## src/ects_pkg.sv

```systemverilog
// Package for the engine charger throttle sequencer.
// Holds widths, phase and register codes, shared structs and the command helper.
// No dependencies.
`timescale 1ns / 1ps

package ects_pkg;

  // Field widths.
  localparam int FRAC_BITS = 20;
  localparam int ADC_BITS  = 10;
  localparam int RPM_BITS  = 16;
  localparam int WARM_BITS = 16;
  localparam int SERVO_W   = 12;
  localparam int PHASE_W   = 3;
  localparam int MODE_W    = 2;
  localparam int OFS_W     = 9;

  // The command holds an integer part in [-256, 256) plus the fraction bits.
  localparam int CMD_W  = FRAC_BITS + OFS_W;
  localparam int PROD_W = ADC_BITS + FRAC_BITS;
  localparam int SUM_W  = ((CMD_W > PROD_W) ? CMD_W : PROD_W) + 2;

  // Configuration port widths.
  localparam int CFG_IDX_W = 4;
  localparam int CFG_DW_A  = (FRAC_BITS > RPM_BITS) ? FRAC_BITS : RPM_BITS;
  localparam int CFG_DW_B  = (ADC_BITS > WARM_BITS) ? ADC_BITS : WARM_BITS;
  localparam int CFG_DW    = (CFG_DW_A > CFG_DW_B) ? CFG_DW_A : CFG_DW_B;

  // Servo compare values and command limits.
  localparam int SERVO_FULL         = 2775;
  localparam int SERVO_LOW          = 3020;
  localparam int THROTTLE_DOWN_STEP = 100;
  localparam int CMD_UPPER_INT      = 245;

  // Charger phases.
  localparam logic [PHASE_W-1:0] PH_OFF    = 3'd0;
  localparam logic [PHASE_W-1:0] PH_WARM   = 3'd1;
  localparam logic [PHASE_W-1:0] PH_DOWN   = 3'd2;
  localparam logic [PHASE_W-1:0] PH_CHARGE = 3'd3;
  localparam logic [PHASE_W-1:0] PH_FAULT  = 3'd4;
  localparam logic [PHASE_W-1:0] PH_DONE   = 3'd5;

  // Run modes.
  localparam logic [MODE_W-1:0] RUN_CHARGE = 2'd0;
  localparam logic [MODE_W-1:0] RUN_LOAD   = 2'd1;
  localparam logic [MODE_W-1:0] RUN_FULL   = 2'd2;
  localparam logic [MODE_W-1:0] RUN_SPARE  = 2'd3;

  // Register indexes.
  localparam logic [CFG_IDX_W-1:0] REG_RUN_MODE      = 4'd0;
  localparam logic [CFG_IDX_W-1:0] REG_SET_POINT     = 4'd1;
  localparam logic [CFG_IDX_W-1:0] REG_LOOP_GAIN     = 4'd2;
  localparam logic [CFG_IDX_W-1:0] REG_WARMUP_TICKS  = 4'd3;
  localparam logic [CFG_IDX_W-1:0] REG_MIN_ON_RPM    = 4'd4;
  localparam logic [CFG_IDX_W-1:0] REG_LOW_THR_RPM   = 4'd5;
  localparam logic [CFG_IDX_W-1:0] REG_MIN_CHG_RPM   = 4'd6;
  localparam logic [CFG_IDX_W-1:0] REG_VOLTAGE_LIMIT = 4'd7;

  typedef struct packed {
    logic [MODE_W-1:0]    run_mode;
    logic [ADC_BITS-1:0]  set_point;
    logic [FRAC_BITS-1:0] loop_gain;
    logic [WARM_BITS-1:0] warmup_ticks;
    logic [RPM_BITS-1:0]  min_on_rpm;
    logic [RPM_BITS-1:0]  low_throttle_rpm;
    logic [RPM_BITS-1:0]  min_charging_rpm;
    logic [ADC_BITS-1:0]  voltage_limit;
  } cfg_t;

  typedef struct packed {
    logic [RPM_BITS-1:0] rpm;
    logic [ADC_BITS-1:0] current;
    logic [ADC_BITS-1:0] voltage;
    logic                interlock_ok;
  } tick_t;

  typedef struct packed {
    logic [PHASE_W-1:0]     phase;
    logic [SERVO_W-1:0]     servo;
    logic signed [CMD_W-1:0] cmd;
  } result_t;

  // Integer part of the command, truncated toward zero.
  function automatic logic signed [OFS_W-1:0] cmd_int_part(input logic signed [CMD_W-1:0] c);
    logic [CMD_W-1:0] mag;
    logic [OFS_W-1:0] ipm;
    mag = c[CMD_W-1] ? CMD_W'(-c) : CMD_W'(c);
    ipm = mag[CMD_W-1:FRAC_BITS];
    return c[CMD_W-1] ? OFS_W'(-ipm) : ipm;
  endfunction

endpackage

```

## src/engine_charger_throttle_sequencer.sv

```systemverilog
// Top level of the engine charger throttle sequencer.
// Depends on ects_pkg, ects_cfg_regs and ects_tick.
`timescale 1ns / 1ps

// One input beat is one control tick and gives exactly one result beat. The
// block takes one beat per clock cycle while in_stall_o is low; a result beat
// is presented from the result register once its tick has passed the input
// register. The tick waits in the input register while the sequencer state is
// updated, and the outcome then sits in the result register. A stall on the
// result side backs up into the input register and then into the input stall.
// Configuration writes are taken in every cycle and should be made only while
// no tick is in flight.
module engine_charger_throttle_sequencer
  import ects_pkg::*;
(
  input  logic                    clk_i,
  input  logic                    rst_ni,
  // Tick input channel.
  input  logic                    in_valid_i,
  output logic                    in_stall_o,
  input  logic [RPM_BITS-1:0]     engine_rpm_i,
  input  logic [ADC_BITS-1:0]     current_avg_i,
  input  logic [ADC_BITS-1:0]     voltage_avg_i,
  input  logic                    interlock_ok_i,
  // Result channel.
  output logic                    out_valid_o,
  input  logic                    out_stall_i,
  output logic [PHASE_W-1:0]      charger_phase_o,
  output logic [SERVO_W-1:0]      servo_compare_o,
  output logic                    contactor_closed_o,
  output logic                    discharge_on_o,
  output logic signed [OFS_W-1:0] throttle_offset_o,
  // Configuration write channel.
  input  logic                    cfg_valid_i,
  output logic                    cfg_ready_o,
  input  logic [CFG_IDX_W-1:0]    cfg_index_i,
  input  logic [CFG_DW-1:0]       cfg_data_i
);

  cfg_t    cfg;
  tick_t   tick_q;
  result_t result, result_q;
  logic    in_valid_q, out_valid_q;
  logic    in_accept, fire;

  ects_cfg_regs u_cfg (
    .clk_i       (clk_i),
    .rst_ni      (rst_ni),
    .cfg_valid_i (cfg_valid_i),
    .cfg_ready_o (cfg_ready_o),
    .cfg_index_i (cfg_index_i),
    .cfg_data_i  (cfg_data_i),
    .cfg_o       (cfg)
  );

  // Handshake: process when the result register is free or being drained.
  assign fire       = in_valid_q && (!out_valid_q || !out_stall_i);
  assign in_stall_o = in_valid_q && !fire;
  assign in_accept  = in_valid_i && !in_stall_o;

  always_ff @(posedge clk_i or negedge rst_ni) begin
    if (!rst_ni) begin
      in_valid_q  <= 1'b0;
      out_valid_q <= 1'b0;
    end else begin
      in_valid_q  <= in_accept || (in_valid_q && !fire);
      out_valid_q <= fire || (out_valid_q && out_stall_i);
    end
  end

  // Input register.
  always_ff @(posedge clk_i) begin
    if (in_accept) begin
      tick_q.rpm          <= engine_rpm_i;
      tick_q.current      <= current_avg_i;
      tick_q.voltage      <= voltage_avg_i;
      tick_q.interlock_ok <= interlock_ok_i;
    end
  end

  ects_tick u_tick (
    .clk_i    (clk_i),
    .rst_ni   (rst_ni),
    .fire_i   (fire),
    .tick_i   (tick_q),
    .cfg_i    (cfg),
    .result_o (result)
  );

  // Result register.
  always_ff @(posedge clk_i) begin
    if (fire) begin
      result_q <= result;
    end
  end

  assign out_valid_o        = out_valid_q;
  assign charger_phase_o    = result_q.phase;
  assign servo_compare_o    = result_q.servo;
  assign contactor_closed_o = (result_q.phase == PH_CHARGE);
  assign discharge_on_o     = (result_q.phase == PH_CHARGE);
  assign throttle_offset_o  = cmd_int_part(result_q.cmd);

endmodule

```

## src/ects_cfg_regs.sv

```systemverilog
// Configuration register file of the engine charger throttle sequencer.
// Depends on ects_pkg for the register indexes and the cfg_t struct.
`timescale 1ns / 1ps

module ects_cfg_regs
  import ects_pkg::*;
(
  input  logic                 clk_i,
  input  logic                 rst_ni,
  input  logic                 cfg_valid_i,
  output logic                 cfg_ready_o,
  input  logic [CFG_IDX_W-1:0] cfg_index_i,
  input  logic [CFG_DW-1:0]    cfg_data_i,
  output cfg_t                 cfg_o
);

  cfg_t cfg_q, cfg_d;

  // Writes are always taken.
  assign cfg_ready_o = 1'b1;

  // Decode the register index; other indexes are dropped.
  always_comb begin
    cfg_d = cfg_q;
    if (cfg_valid_i) begin
      case (cfg_index_i)
        REG_RUN_MODE:      cfg_d.run_mode         = cfg_data_i[MODE_W-1:0];
        REG_SET_POINT:     cfg_d.set_point        = cfg_data_i[ADC_BITS-1:0];
        REG_LOOP_GAIN:     cfg_d.loop_gain        = cfg_data_i[FRAC_BITS-1:0];
        REG_WARMUP_TICKS:  cfg_d.warmup_ticks     = cfg_data_i[WARM_BITS-1:0];
        REG_MIN_ON_RPM:    cfg_d.min_on_rpm       = cfg_data_i[RPM_BITS-1:0];
        REG_LOW_THR_RPM:   cfg_d.low_throttle_rpm = cfg_data_i[RPM_BITS-1:0];
        REG_MIN_CHG_RPM:   cfg_d.min_charging_rpm = cfg_data_i[RPM_BITS-1:0];
        REG_VOLTAGE_LIMIT: cfg_d.voltage_limit    = cfg_data_i[ADC_BITS-1:0];
        default: ;
      endcase
    end
  end

  // Register storage with the documented reset values.
  always_ff @(posedge clk_i or negedge rst_ni) begin
    if (!rst_ni) begin
      cfg_q.run_mode         <= RUN_CHARGE;
      cfg_q.set_point        <= ADC_BITS'(50);
      cfg_q.loop_gain        <= FRAC_BITS'(1049);
      cfg_q.warmup_ticks     <= WARM_BITS'(2000);
      cfg_q.min_on_rpm       <= RPM_BITS'(10);
      cfg_q.low_throttle_rpm <= RPM_BITS'(200);
      cfg_q.min_charging_rpm <= RPM_BITS'(600);
      cfg_q.voltage_limit    <= ADC_BITS'(500);
    end else begin
      cfg_q <= cfg_d;
    end
  end

  assign cfg_o = cfg_q;

endmodule

```

## src/ects_tick.sv

```systemverilog
// Per-tick sequencer state and update logic of the engine charger throttle sequencer.
// Depends on ects_pkg for phase codes, widths, structs and cmd_int_part.
`timescale 1ns / 1ps

module ects_tick
  import ects_pkg::*;
(
  input  logic    clk_i,
  input  logic    rst_ni,
  input  logic    fire_i,
  input  tick_t   tick_i,
  input  cfg_t    cfg_i,
  output result_t result_o
);

  localparam logic signed [CMD_W-1:0] CMD_UPPER = CMD_W'(CMD_UPPER_INT) << FRAC_BITS;
  localparam logic signed [SUM_W-1:0] CMD_MAX   = SUM_W'({1'b0, {(CMD_W-1){1'b1}}});
  localparam logic signed [SUM_W-1:0] CMD_MIN   = -(SUM_W'(1) <<< (CMD_W-1));

  logic [PHASE_W-1:0]      phase_q, phase_d, phase_ovr;
  logic signed [CMD_W-1:0] cmd_q, cmd_d;
  logic [WARM_BITS-1:0]    warm_q, warm_d, warm_inc;
  logic [SERVO_W-1:0]      servo_q, servo_d;

  logic                    cycle_run, full_test, below_on;
  logic                    cur_lt, cur_gt, cmd_up, cmd_dn;
  logic [ADC_BITS-1:0]     diff;
  logic [PROD_W-1:0]       prod;
  logic signed [SUM_W-1:0] sum_raw;
  logic signed [CMD_W-1:0] cmd_reg;
  logic signed [OFS_W-1:0] ip_now;

  // Mode decode and overrides from the interlock and the voltage limit.
  always_comb begin
    cycle_run = cfg_i.run_mode inside {RUN_CHARGE, RUN_SPARE};
    full_test = (cfg_i.run_mode == RUN_FULL);
    below_on  = (tick_i.rpm < cfg_i.min_on_rpm);
    phase_ovr = phase_q;
    if (!tick_i.interlock_ok) phase_ovr = PH_FAULT;
    if (cycle_run && (tick_i.voltage >= cfg_i.voltage_limit)) phase_ovr = PH_DONE;
  end

  // Proportional-integrating command step, one shared multiplier.
  always_comb begin
    cur_lt  = (tick_i.current < cfg_i.set_point);
    cur_gt  = (tick_i.current > cfg_i.set_point);
    diff    = cur_lt ? (cfg_i.set_point - tick_i.current) : (tick_i.current - cfg_i.set_point);
    prod    = PROD_W'(diff) * PROD_W'(cfg_i.loop_gain);
    cmd_up  = (cmd_q <= CMD_UPPER) && cur_lt;
    cmd_dn  = !cmd_up && !cmd_q[CMD_W-1] && cur_gt && (tick_i.rpm > cfg_i.min_charging_rpm);
    sum_raw = SUM_W'(cmd_q);
    if (cmd_up) begin
      sum_raw = SUM_W'(cmd_q) + $signed(SUM_W'(prod));
    end else if (cmd_dn) begin
      sum_raw = SUM_W'(cmd_q) - $signed(SUM_W'(prod));
    end
    if (sum_raw > CMD_MAX) begin
      cmd_reg = CMD_MAX[CMD_W-1:0];
    end else if (sum_raw < CMD_MIN) begin
      cmd_reg = CMD_MIN[CMD_W-1:0];
    end else begin
      cmd_reg = sum_raw[CMD_W-1:0];
    end
  end

  assign ip_now   = cmd_int_part(cmd_q);
  assign warm_inc = (warm_q == {WARM_BITS{1'b1}}) ? warm_q : warm_q + 1'b1;

  // Phase actions.
  always_comb begin
    phase_d = phase_ovr;
    cmd_d   = cmd_q;
    warm_d  = warm_q;
    servo_d = servo_q;
    case (phase_ovr)
      PH_OFF: begin
        servo_d = SERVO_W'(SERVO_FULL);
        warm_d  = '0;
        cmd_d   = '0;
        if (!below_on) phase_d = PH_WARM;
      end
      PH_WARM: begin
        if (below_on) phase_d = PH_OFF;
        servo_d = SERVO_W'(SERVO_FULL);
        warm_d  = warm_inc;
        if (warm_inc >= cfg_i.warmup_ticks) phase_d = PH_DOWN;
      end
      PH_DOWN: begin
        if (below_on) phase_d = PH_OFF;
        if (tick_i.rpm < cfg_i.low_throttle_rpm) phase_d = PH_CHARGE;
        servo_d = SERVO_W'(SERVO_LOW - THROTTLE_DOWN_STEP);
      end
      PH_CHARGE: begin
        if (below_on) phase_d = PH_OFF;
        if (full_test) begin
          servo_d = SERVO_W'(SERVO_FULL);
        end else begin
          servo_d = SERVO_W'(SERVO_LOW) - SERVO_W'(ip_now);
          cmd_d   = cmd_reg;
        end
      end
      default: ;
    endcase
  end

  // Sequencer state, advanced once per processed beat.
  always_ff @(posedge clk_i or negedge rst_ni) begin
    if (!rst_ni) begin
      phase_q <= PH_OFF;
      cmd_q   <= '0;
      warm_q  <= '0;
      servo_q <= SERVO_W'(SERVO_FULL);
    end else if (fire_i) begin
      phase_q <= phase_d;
      cmd_q   <= cmd_d;
      warm_q  <= warm_d;
      servo_q <= servo_d;
    end
  end

  assign result_o.phase = phase_d;
  assign result_o.servo = servo_d;
  assign result_o.cmd   = cmd_d;

endmodule

```

## config.mk

```make
export PLATFORM = sky130hd
export DESIGN_NAME = engine_charger_throttle_sequencer
export DESIGN_NICKNAME = d
export VERILOG_FILES = /design/src/ects_pkg.sv /design/src/engine_charger_throttle_sequencer.sv /design/src/ects_cfg_regs.sv /design/src/ects_tick.sv
export SDC_FILE = /design/constraint.sdc
export NUM_CORES = 1
export LEC_CHECK = 0
export BUFFER_PORTS_ARGS = -buffer_cell sky130_fd_sc_hd__buf_4
export CORE_MARGIN = 3
export CORE_UTILIZATION = 55
export DETAILED_ROUTE_END_ITERATION = 16
export GPL_TIMING_DRIVEN = 0
export PLACE_DENSITY = 0.72
export REMOVE_ABC_BUFFERS = 1
export SYNTH_ARGS = -nofsm -noshare
export SYNTH_HDL_FRONTEND = slang
export SYNTH_SLANG_ARGS = --single-unit
```

## constraint.sdc

```tcl
create_clock -name clk_i -period 24.9 [get_ports clk_i]
set_clock_uncertainty 0.2 [all_clocks]
set_input_delay 2.49 -clock clk_i [delete_from_list [all_inputs] [get_ports clk_i]]
set_output_delay 2.49 -clock clk_i [all_outputs]
set_load 0.03 [all_outputs]
```

---- Yosys cells after proc, flatten, opt, wreduce, memory -nomap -nowiden ----
Cells that the tools add are included.
word-level totals
  bits of input ports ..................... 66
  output and inout port bits .............. 29
  word-level logic and storage cells ...... 111
  bits in registers ....................... 249
cells by class
  reduce and logical (&&, ||, !) cells .... 33
  magnitude comparators ................... 10
  eq/ne operators ......................... 14
  muxes and demuxes ....................... 22
  $mul .................................... 1
  add/subtract/negate cells ............... 10
operators with widths
  operator                 number
  $mux W29                 5
  $mux W32                 2
  $neg A29 Y29             2
  $pmux W29 S2             1
  $pmux W12 S3             1
  $add A29 B31 Y32         1
  $gt A32 B29 Y1 const B   1
  $lt A16 B16 Y1           2
  $lt A32 B29 Y1 const B   1
  $pmux W16 S2             1
  $sub A29 B31 Y32         1
  $mul A10 B20 Y30         1
  $le A29 B29 Y1 const B   1
  $sub A10 B10 Y10         2
  $mux W3                  6
  $mux W9                  2
  $neg A9 Y9               2
  $reduce_and A2 Y1        9
  $add A16 B1 Y16 const B  1
  $eq A16 B16 Y1 const B   1
  $eq A4 B3 Y1 const B     4
  $ge A16 B16 Y1           1
  $gt A16 B16 Y1           1
  $mux W16                 1
  20 further kinds         40

---- Logic depth before layout (Yosys ltp) ----
  word-level depth ........................ 13
  depth in mapped cells ................... 53
  gate-level depth less buffers ........... 50

---- Hierarchy ----
From an unflattened synthesis, not the netlist that was laid out.
second synthesis, totals
  cell total of the unflattened synthesis .. 2628
  area total of the unflattened synthesis .. 24598.6 µm²
modules (own cells, without submodules)
  module                             area each (µm²)  instances  cells an instance
  ects_tick                          17340.4          1          2214
  ects_cfg_regs                      4101.4           1          235
  engine_charger_throttle_sequencer  3156.8           1          179

---- Worst setup path before layout ----
OpenSTA, ideal clock, no wires.
  path type ............................... register -> register
  start ................................... register u_cfg.cfg_q, in the netlist u_cfg.cfg_o[95]
  end ..................................... register result_q[27] (netlist name), data pin
  data required time ...................... 24438 ps
  path buffers ............................ 2
  arrival time ............................ 10678 ps
  path slack .............................. 13760 ps
  stages on the path, launching flop included .. 48
  cell sequence ........................... dfstp_2 -> inv_1 -> fa_1 -> nand3_1 -> a21oi_1 -> or3_1 -> nand2_1 -> buf_2 -> mux2i_1 -> o211ai_1 -> nand3_1 -> a21oi_1 -> a221o_1 -> a21oi_1 -> xnor2_1 -> clkbuf_1 -> and2_1 -> fa_1 -> [12 not listed] -> a31o_2 -> nand3_1 -> nand4b_1 -> o31a_1 -> xor2_1 -> ha_1 -> nor2_1 -> nand4_1 -> nor3_1 -> inv_1 -> a211oi_1 -> o41ai_1 -> mux2_2 -> nor3_1 -> a21oi_2 -> or2_2 -> a221oi_2 -> nor3_1
RTL lines
  element                   line                                     text
  start: declaration        ects_cfg_regs.sv:17                      cfg_t cfg_q, cfg_d;
  start signal: assignment  ects_cfg_regs.sv:52                      cfg_q <= cfg_d;
  end signal: assignment    engine_charger_throttle_sequencer.sv:93  result_q <= result;
  end: declaration          engine_charger_throttle_sequencer.sv:42  result_t result, result_q;

==> results by group <==
Run status
  – Outcome: complete, no violations

STA
  – Final Hold Fails: 0
  – RSZ-0062 raised after global routing: false
  – Slew @ Worst Pin: 1.39 ns
  – Slew Limit Fails: 0
  – Final setup TNS: 0 ns
  – Period Utilization, post-route: 55.3%
  – Highest clock rate: 72.7 MHz
  – Relative max-transition margin: 5.93%
  – Min cycle time layout: ~14 ns
  – # setup viols final: 0

Worst setup path
  – Critical Path Fanout Max: 20
  – Startpoint Class: flip-flop
  – Worst EP arrival: 13.97 ns
  – Critical Path Max Stage Delay: about 0.90 ns
  – Reg-to-reg endpoint: result_q[9]
  – Worst r2r src: tick_q[11]
  – R2R Setup Slk: 11.14 ns
  – Worst r2r path cells: 43
  – CP Data Required Time: around 25 ns
  – Crit-path slowest cell: a21oi_2
  – Crit end category: flip-flop
  – Most used cell, CP: fa_1
  – Critical path class: reg -> reg

Synthesis
  – Synth Area in Simple Gates: between 10% and 20%
  – Cell taking the most area after synthesis: dfrtp_1
  – Synth top area share: around 14%
  – Avg Cell Area, Syn: 8.95 um^2
  – #FFs+latches synth: 249
  – Mux share of post-synthesis cell area: 3.21%
  – Syn Std Cell Area: around 0.024 mm^2
  – Yosys cell types: 91
  – Main combinational cell family by area after synthesis: adder cells
  – Post-synth top cells: 332 x inv_1, 302 x nand2_1, 230 x ha_1
  – Async S/R FF share, synth: 67.5%
  – Top cells by area, synth: dfrtp_1 14%, fa_1 12%, ha_1 12%
  – Post-Syn Instances: between 2000 and 3000
  – Synthesized-area fraction occupied by adder cells: 24.3%
  – Synth Flop Type: dfrtp_1
  – Post-synthesis compound-gate area fraction: 17.2%
  – Post-synthesis sequential area ratio: 28.0%
  – Most frequent cell after synthesis: inv_1
  – Post-synth EDFFs: 81
  – Synth warnings: 0
  – Xor/xnor cell area share of the yosys netlist: 3.20%

Place
  – Port Buf Inserts: 93
  – Post-DP HPWL: 48800 um
  – Gpl congestion: 0.952

Drt
  – Total wire length: 63900 um
  – Vias/cell: between 6 and 7
  – First drt pass iteration count: 7
  – Routed vias: between 15000 and 20000
  – Routed WL per cell: 19.6 um
  – Iter 0 DRT Violations: 1540
  – Final ANT Viol Nets: 0
  – DRC viols: 0

Clocking
  – Clock Tree Root: clkbuf_16
  – CTS tree: done
  – Hold_buf cts: 0
  – Worst-skew pair later-pin latency: 0.57 ns
  – TritonCTS buffer count: 29
  – Setup bufs post-CTS: 0
  – Post-cts resize count: 0
  – Clock-pin slew on the worst setup and hold paths: 0.06 ns
  – Clock sink count: between 200 and 250
  – Htree depth: 1
  – Clk buf depth: 3

Global routing
  – Total GRT Usage: 27.8%
  – Overflow after GRT: 0
  – Global-route wire length before repair: 105000 um
  – Vias in the first global route: slightly below 20000
  – Initial antenna violation count: 0
  – Largest net degree at the start of global routing: 93

Hold path
  – Worst Hold Class: reg -> reg
  – Hold Path Sink: u_tick.servo_q[3]
  – Hold Path Depth: 2
  – Hold_sp: u_tick.servo_q[3]

Cells and area
  – Synthesis-to-layout area growth: 8.57%
  – NumNets Final: just over 3000
  – Fraction of layout cells with a size suffix above 1: 11.1%
  – Seq. cell area: roughly 0.0067 mm^2
  – Area of the multi-input gates: between 0.015 and 0.02 mm^2
  – Final Util: 61.0%
  – Fill count: 3637
  – ANT cells: 0

Die
  – Row cnt: 75
  – Ports: 95
  – Initial Util: 56.2%
  – Die Y-Extent: 214 um
  – Die area: 0.0459 mm^2
  – Core Region: 0.0424 mm^2
  – Die extent in x: approximately 210 um

Job
  – MaxCap Viol Count: 0
[per-stage QoR]
| step | cells | worst slack (ns) | hold WS (ns) | cell area (um^2) |
|---|---|---|---|---|
| floorplan | 2526 | 12.82 | 0.246 | 23200 |
| global placement | 3196 | 9.77 | 0.261 | 24600 |
| detailed placement | 3208 | 11.36 | 0.269 | 25000 |
| CTS | 3262 | 11.28 | 0.285 | 25900 |
| global route | 3262 | 10.46 | 0.310 | 25900 |
| finish | 3262 | 11.14 | 0.287 | 25900 |
[how the worst max path moves through the flow]
stage | startpoint | cells past startpoint | to | slack, ns
floorplan | u_cfg.cfg_o[95] | 45 | result_q[10] | 12.82
global placement | u_cfg.cfg_o[95] | 45 | result_q[18] | 9.77
detailed placement | u_cfg.cfg_o[95] | 43 | result_q[6] | 11.36
CTS | tick_q[11] | 45 | result_q[11] | 11.28
global route | tick_q[11] | 43 | result_q[11] | 10.46
finish | tick_q[11] | 43 | result_q[9] | 11.14
[per-layer routing]
metal / track usage (%) / part of all wire, % / vias to the layer above
met1: 37.6 / 43 / 9648
met5: 0 / 0 / -
met3: 3.59 / 6.5 / 134
li1: - / - / 9143
met4: 8.89 / 3.2 / 0
met2: 46.5 / 47 / 673
[registers in the layout (all words and copies together), names as in the netlist, 3 cells and up]
name / count
u_tick.cmd_q: 29
result_q: 29
u_tick.warm_q: 16
u_tick.phase_q: 3
u_cfg.cfg_o: 106
servo_compare_o: 12
u_tick.servo_q: 12
tick_q: 37
charger_phase_o: 3
[critical path: cells and delay by family (launching register included)]
family,cells,cell delay [ns]
adders and majority gates,9,3.85
muxes,1,0.22
xor gates and xnor gates,2,1.19
AOI/OAI and AO/OA,16,4.87
DFF,1,0.41
buffers and inverters,4,0.24
and+or+nand+nor,11,2.57
[cells by family after synthesis]
kind of cell / count (synthesis)
and+or+nand+nor: 789
AOI/OAI and AO/OA: 622
buffers and inverters: 471
adders and majority gates: 376
DFF: 249
xor gates and xnor gates: 87
muxes: 69
other: 1
[cells in the final DEF, fill, tap and decap left out, types with 28 or more instances in the layout]
master     instances
dfrtp_1          132
nand2b_1          45
o22ai_1           33
a21o_1            45
a22o_1            29
nor2_1           128
clkbuf_16         29
inv_1            331
edfxtp_1          81
o21ai_0          170
xnor2_1           51
nand2_1          302
nor2b_1           38
and2_1            84
buf_4             92
xor2_1            28
ha_1             230
a21oi_1          118
mux2_2            59
nand3_1           35
nand4_1           28
nor3_1            28
dfstp_2           36
fa_1             146
[area by class of cell]
type / count / share of cell area, %
multi-input combinational: 1944 / 59.4
timing repair buffer: 105 / 3.56
inverter: 333 / 4.83
clock inverter: 21 / 0.754
sequential: 249 / 25.8
clock buffer: 33 / 2.86
tap: 577 / 2.79
Power is left out: the tool's default activity adds up to more than one toggle a clock period on the data nets, which glitch-free logic cannot reach.
